**src/blpm_pkg.sv**
```systemverilog
// ----------------------------------------------------------------------------
// blpm_pkg
// Shared codes and command/status types of the binary trie prefix matcher.
// ----------------------------------------------------------------------------
`default_nettype none
package blpm_pkg;
	localparam int LEN_W = 6;
	localparam int VAL_W = 32;
	localparam logic [VAL_W-1:0] NO_VALUE = '1;

	localparam logic [1:0] ACT_INS  = 2'd0;
	localparam logic [1:0] ACT_DEL  = 2'd1;
	localparam logic [1:0] ACT_FIND = 2'd2;

	localparam logic [1:0] ST_OK       = 2'd0;
	localparam logic [1:0] ST_PRESENCE = 2'd1;
	localparam logic [1:0] ST_NO_NODES = 2'd2;
	localparam logic [1:0] ST_NOT_FND  = 2'd3;

	localparam logic [3:0] CMD_NONE   = 4'd0;
	localparam logic [3:0] CMD_LOAD   = 4'd1;
	localparam logic [3:0] CMD_READ   = 4'd2;
	localparam logic [3:0] CMD_ADV    = 4'd3;
	localparam logic [3:0] CMD_SETVAL = 4'd4;
	localparam logic [3:0] CMD_SETNO  = 4'd5;
	localparam logic [3:0] CMD_FREAD  = 4'd6;
	localparam logic [3:0] CMD_TAKE   = 4'd7;
	localparam logic [3:0] CMD_INIT   = 4'd8;
	localparam logic [3:0] CMD_LINK   = 4'd9;
	localparam logic [3:0] CMD_CLR    = 4'd10;
	localparam logic [3:0] CMD_UREAD  = 4'd11;
	localparam logic [3:0] CMD_UNLINK = 4'd12;
	localparam logic [3:0] CMD_FREE   = 4'd13;

	typedef struct packed {
		logic [3:0] op;
		logic       set_st;
		logic [1:0] st;
		logic       load_out;
	} cmd_t;

	typedef struct packed {
		logic [1:0] act;
		logic       val_bad;
		logic       child_zero;
		logic       depth_eq_len;
		logic       depth_eq_kb;
		logic       val_none;
		logic       has_children;
		logic       node_root;
		logic       need_gt_free;
		logic       free_empty;
		logic       last_alloc;
		logic       up_stop;
		logic       count_ok;
	} flags_t;
endpackage
`default_nettype wire

```
**src/blpm_ctrl.sv**
```systemverilog
// ----------------------------------------------------------------------------
// blpm_ctrl
// Sequencer that walks the trie one node access at a time for each operation.
// ----------------------------------------------------------------------------
`default_nettype none
module blpm_ctrl (
	input  wire logic            clk,
	input  wire logic            arst_n,
	input  wire logic            in_valid,
	output logic                 in_stall,
	output logic                 out_valid,
	input  wire logic            out_stall,
	input  wire blpm_pkg::flags_t flg,
	output blpm_pkg::cmd_t       cmd
);
	localparam logic [3:0] S_IDLE = 4'd0;
	localparam logic [3:0] S_RD   = 4'd1;
	localparam logic [3:0] S_CHK  = 4'd2;
	localparam logic [3:0] S_FRD  = 4'd3;
	localparam logic [3:0] S_TAKE = 4'd4;
	localparam logic [3:0] S_INIT = 4'd5;
	localparam logic [3:0] S_LINK = 4'd6;
	localparam logic [3:0] S_CLR  = 4'd7;
	localparam logic [3:0] S_URD  = 4'd8;
	localparam logic [3:0] S_UNL  = 4'd9;
	localparam logic [3:0] S_FREE = 4'd10;
	localparam logic [3:0] S_DONE = 4'd11;

	logic [3:0] state_q, state_d;
	logic       out_valid_q, out_valid_d;

	assign in_stall  = (state_q != S_IDLE);
	assign out_valid = out_valid_q;

	always_comb begin
		state_d = state_q;
		out_valid_d = out_valid_q;
		cmd = '0;
		cmd.op = blpm_pkg::CMD_NONE;
		if (out_valid_q && !out_stall) begin
			out_valid_d = 1'b0;
		end
		unique case (state_q)
			S_IDLE: begin
				if (in_valid) begin
					cmd.op = blpm_pkg::CMD_LOAD;
					state_d = S_RD;
				end
			end
			S_RD: begin
				cmd.op = blpm_pkg::CMD_READ;
				state_d = S_CHK;
			end
			S_CHK: begin
				priority if (flg.act == blpm_pkg::ACT_FIND) begin
					cmd.op = blpm_pkg::CMD_ADV;
					state_d = (flg.depth_eq_kb || flg.child_zero) ? S_DONE : S_RD;
				end else if (flg.act == blpm_pkg::ACT_INS) begin
					priority if (flg.val_bad) begin
						cmd.set_st = 1'b1;
						cmd.st = blpm_pkg::ST_PRESENCE;
						state_d = S_DONE;
					end else if (!flg.depth_eq_len && !flg.child_zero) begin
						cmd.op = blpm_pkg::CMD_ADV;
						state_d = S_RD;
					end else if (flg.depth_eq_len) begin
						if (!flg.val_none) begin
							cmd.set_st = 1'b1;
							cmd.st = blpm_pkg::ST_PRESENCE;
						end else begin
							cmd.op = blpm_pkg::CMD_SETVAL;
						end
						state_d = S_DONE;
					end else if (flg.need_gt_free) begin
						cmd.set_st = 1'b1;
						cmd.st = blpm_pkg::ST_NO_NODES;
						state_d = S_DONE;
					end else begin
						state_d = flg.free_empty ? S_TAKE : S_FRD;
					end
				end else if (flg.act == blpm_pkg::ACT_DEL) begin
					priority if (!flg.depth_eq_len) begin
						if (flg.child_zero) begin
							cmd.set_st = 1'b1;
							cmd.st = blpm_pkg::ST_NOT_FND;
							state_d = S_DONE;
						end else begin
							cmd.op = blpm_pkg::CMD_ADV;
							state_d = S_RD;
						end
					end else if (flg.val_none) begin
						cmd.set_st = 1'b1;
						cmd.st = blpm_pkg::ST_PRESENCE;
						state_d = S_DONE;
					end else if (flg.has_children || flg.node_root) begin
						cmd.op = blpm_pkg::CMD_SETNO;
						state_d = S_DONE;
					end else begin
						state_d = S_CLR;
					end
				end else begin
					state_d = S_DONE;
				end
			end
			S_FRD: begin
				cmd.op = blpm_pkg::CMD_FREAD;
				state_d = S_TAKE;
			end
			S_TAKE: begin
				cmd.op = blpm_pkg::CMD_TAKE;
				state_d = S_INIT;
			end
			S_INIT: begin
				cmd.op = blpm_pkg::CMD_INIT;
				state_d = S_LINK;
			end
			S_LINK: begin
				cmd.op = blpm_pkg::CMD_LINK;
				priority if (flg.last_alloc) begin
					state_d = S_DONE;
				end else begin
					state_d = flg.free_empty ? S_TAKE : S_FRD;
				end
			end
			S_CLR: begin
				cmd.op = blpm_pkg::CMD_CLR;
				state_d = S_URD;
			end
			S_URD: begin
				cmd.op = blpm_pkg::CMD_UREAD;
				state_d = S_UNL;
			end
			S_UNL: begin
				cmd.op = blpm_pkg::CMD_UNLINK;
				state_d = S_FREE;
			end
			S_FREE: begin
				cmd.op = blpm_pkg::CMD_FREE;
				state_d = flg.up_stop ? S_DONE : S_URD;
			end
			S_DONE: begin
				// The result register is free once any waiting transfer completes.
				if (!out_valid_q || !out_stall) begin
					cmd.load_out = 1'b1;
					out_valid_d = 1'b1;
					state_d = S_IDLE;
				end
			end
			default: begin
				state_d = S_IDLE;
			end
		endcase
	end

	always_ff @(posedge clk or negedge arst_n) begin
		if (!arst_n) begin
			state_q <= S_IDLE;
			out_valid_q <= 1'b0;
		end else begin
			state_q <= state_d;
			out_valid_q <= out_valid_d;
		end
	end
endmodule
`default_nettype wire

```
**config.mk**
```make
export PLATFORM = sky130hd
export DESIGN_NAME = blpm_ctrl
export DESIGN_NICKNAME = d
export VERILOG_FILES = /design/src/blpm_pkg.sv /design/src/blpm_ctrl.sv
export SDC_FILE = /design/constraint.sdc
export NUM_CORES = 1
export LEC_CHECK = 0
export BUFFER_PORTS_ARGS = -buffer_cell sky130_fd_sc_hd__buf_4
export CAP_MARGIN = 20
export CORE_MARGIN = 5
export CORE_UTILIZATION = 30
export CTS_CLUSTER_DIAMETER = 120
export DETAILED_ROUTE_END_ITERATION = 8
export PLACE_DENSITY_LB_ADDON = 0.05
export SETUP_SLACK_MARGIN = 0.02
export SLEW_MARGIN = 20
export SYNTH_ARGS = -nofsm -noshare
export SYNTH_HDL_FRONTEND = slang
export SYNTH_SLANG_ARGS = --single-unit
export TNS_END_PERCENT = 1
```
**constraint.sdc**
```tcl
create_clock -name clk -period 2 [get_ports clk]
set_clock_uncertainty 0.15 [all_clocks]
set_input_delay 0 -clock clk [delete_from_list [all_inputs] [get_ports clk]]
set_output_delay 0 -clock clk [all_outputs]
set_load 0.01 [all_outputs]
```
After elaboration in Yosys (flattened, before gate mapping):

Index checks and enable logic that the tools add are counted.

* register bits: 5
* bits of input ports: 18
* output and inout port bits: 10
* word-level logic and storage cells: 75

* equality and inequality tests: 15
* multiplexer cells: 45
* reduce and logical (&&, ||, !) cells: 13

Operator list (count)
* 4-bit two-way mux: 19
* 4-bit case mux with 12 select lines: 1
* 4-bit case mux with 11 select lines: 1
* 3-bit two-way mux: 13
* 7-bit two-way mux: 3
* 4-bit by 3-bit == test with 1-bit output (second input constant): 4
* 4-bit == test (second input constant): 4
* 4-bit by 2-bit == test with 1-bit output (second input constant): 2
* 1-bit two-way mux: 6
* 4-bit by 1-bit == test with 1-bit output (second input constant): 1
* 1-bit zero test: 4
* 4-bit zero test: 1
* 2-bit two-way mux: 2
* 2-bit != test (second input constant): 2
* 4-bit nonzero test: 1
* 1-bit logical OR: 3
* 2-bit by 1-bit == test with 1-bit output (second input constant): 1
* 2-bit == test (second input constant): 1
* 1-bit logical AND: 2
* 2-bit zero test: 1
* 2-bit AND reduction: 1

Longest topological paths before layout:

* word-level depth: 8
* mapped depth: 5
* gate-level depth less buffers: 4

Worst setup path before layout:

Ideal clock, no wire load.

* path kind: register to register
* start point: register state_q[3]
* end point: register state_q[1]
* library setup time: 0.086 ns
* arrival: 1.512 ns
* data required time: 1.764 ns
* setup slack: 0.252 ns
* cell stages (with the launch flop): 6
* clock period less this slack: 1.748 ns
* cells stage by stage: dfrtp_1 buf_6 or4b_4 o32ai_2 o21ba_1 o221ai_2

* longest elaborated chain between the ends: 3

RTL lines
* from (decl): line blpm_ctrl.sv:29 `logic [3:0] state_q, state_d;`
* from (signal assigned): line blpm_ctrl.sv:160 `state_q <= state_d;`
* 4-bit == test / 4-bit zero test (equally long branches): line blpm_ctrl.sv:43 `unique case (state_q)`
* 2-bit != test (no source line)
* 2-bit AND reduction (no source line)

Parallel ways exist; a longest one is shown, timed or not.
A chain may end at the register's enable or synchronous reset.

==> metrics.txt <==
post-synthesis register bit count 5; Slew @ Worst Pin 0.5563 ns; Comb pwr share 75.7%; FMAX 528.8 MHz; clock latency on the worst-skew pair 0.24 ns; status finished, final reports clean; Core Rows 16; Ports 28; critical path data required time 1.85 ns; P_sw 521.7 uW; Core Area 2022 sq um; WL/cell 13.05 microns; Final setup viols 0; top_reg_cell synth dfrtp_1; Sink Count 5; reg2reg path depth 4; Syn. warnings 0; CP Max Fanout 4; drt first-iter violations 18; RSZ-0062 raised after global routing yes; Area Overhead vs Synth 49.90%; most common cell after layout, fill and taps aside buf_4; Remaining DRCs 0; Num CTS Buffers 3; I/O Buffers 26; min Tclk post-route 1.891 ns; Pint 657.2 uW; Syn Area/Cell 7.324 sq um; Vert. Die Dim 56.62 microns; Hold Path Class primary input to flip-flop; synth unique cells 37; CTS tree built; Peak VDD IR 0.5886 mV; total power 1.179 mW; max cap viols 0; multi-input logic area 488.0 sq um; CP endpoint kind output pin; ANT cells 0; GRT overflow 0; top cells by area, synth dfrtp_1 19%, nand2_1 6.3%, a21oi_1 5.4%, nor2_1 4.0%, a31oi_1 3.8%; initial antenna violation count 0; first-pass GRT wire length 3332 microns; Slew headroom 62.57%; crit share post-route 94.55%; Final Slew Violations 0; Pwr Density 1206 nW/um^2; Vias/cell 5.147; GP Congestion 0.7324; critical path startpoint category flip-flop; most frequent cells in the layout 30 x buf_4, 11 x nand2_1, 7 x nor2_1; setup repair bufs after CTS 0; Leakage 0.4055 nW; Synth top area share 19.19%; Post-Syn Instances 89; antenna viol nets, final 0; Initial Util 32.24%; WP data arrival 1.74 ns; Register Area 125.1 sq um; Flop pwr share 14.7%; WS Path Type flip-flop to output pin; clock share of power 9.5%; Total Routing Usage GR 12.62%; leading area contributor after synthesis dfrtp_1; total iterations of the first detailed-routing run 4; WL final 1958 microns; CTS H-tree depth 1; share of the yosys chip area belonging to registers 19.19%; switching part of the total 44.25%; EDFF count, synth 0; vias in the first global route 740; CTS Buffer Depth 2; Core Util, Final 48.33%; largest net degree at the start of global routing 19; setup tns final 0 ns; Async SR Flop Fraction 100.0%; synthesized area 651.9 sq um; fillers 217; Hold Path Cell Cnt 3; clk slew on worst S/H paths 0.04 ns; Vias 772; die area 3205 sq um; Final HPWL DP 1556 microns; layout cells sized above 1 30.89%; fin nets 142; Net Count, Synth 107; Hold Violations, Final 0; Die Width 56.62 microns; clock root cell clkbuf_4
[area by class of cell]
type | instances | share of cell area (%)
Multi-Input combinational cell | 73 | 49.94
Timing Repair Buffer | 36 | 29.19
Sequential cell | 5 | 12.80
Tap cell | 27 | 3.457
Clock buffer | 4 | 2.689
Inverter | 5 | 1.921
[worst max-delay path: stages (launching register included)]
cell and delay, ns:
dfrtp_1 0.37, or4b_4 0.57, a311o_1 0.32, nor2_1 0.12
buf_4 0.13
[routing by layer]
layer	up-vias	part of all wire [%]	global-route usage, %
li1	405	-	-
met4	0	0	2.034
met2	19	50	20.79
met3	0	4.9	3.440
met1	348	45	16.55
met5	-	0	0
[through the flow]
stage / hold slack [ns] / cell area [sq um] / setup WS [ns] / cells
2_1_floorplan: -0.4456 / 651.9 / 0.2523 / 89
3_3_place_gp: -0.3473 / 880.8 / 0.2929 / 140
3_5_place_dp: -0.3466 / 880.8 / 0.2886 / 140
4_1_cts: 0.0003988 / 947.2 / 0.04863 / 148
5_1_grt: 0.002829 / 977.2 / 0.007195 / 150
6_report: 0.009666 / 977.2 / 0.1090 / 150
[timing repair]
| action | CTS | global route |
|---|---|---|
| hold buffers | 4 | 2 |
| gates resized for setup | 0 | 2 |
| setup endpoints to repair | 0 | 3 |
| hold endpoints to repair | 7 | 1 |
[synthesized netlist by cell type, types with 2 or more instances]
| master | n |
|---|---|
| nor3_1 | 2 |
| and2_1 | 2 |
| nor4_1 | 3 |
| o21a_1 | 2 |
| nor2b_1 | 4 |
| clkbuf_1 | 5 |
| inv_1 | 5 |
| a21oi_1 | 7 |
| dfrtp_1 | 5 |
| o32ai_1 | 2 |
| nand2_1 | 11 |
| a21boi_0 | 3 |
| nor3b_1 | 2 |
| a311o_1 | 2 |
| nor2_1 | 7 |
| nand2b_1 | 3 |
| a31oi_1 | 4 |
[path summary, 6_finish.rpt]
check,start,to,slack [ns]
max,state_q[3],cmd[1],0.11
min,flg[3],state_q[2],0.01
max reg2reg,state_q[3],state_q[1],0.28
min reg2reg,out_valid,out_valid,0.44
max in group asynchronous,arst_n,state_q[2],0.97
min in group asynchronous,arst_n,state_q[0],0.53
[cells by family after synthesis]
kind of cell,after synthesis,share of synthesized area [%]
flip-flops,5,19.19
buffers and inverters,11,7.486
AND/OR/NAND/NOR,41,35.12
AO/OA/AOI/OAI,32,38.20
[power by group through the flow]
stage	clock network (mW)	logic, mW	registers (mW)
after global routing	0.125	0.998	0.179
after global placement	0	0.881	0.174
final	0.113	0.893	0.174
after CTS	0.114	0.891	0.174
after detailed placement	0	0.881	0.175
after floorplan	0	0.571	0.183
[state kept, by name (all words and copies together), names as in the netlist]
| register | cells |
|---|---|
| out_valid | 1 |
| state_q | 4 |
Power figures use the tool's default switching activity.
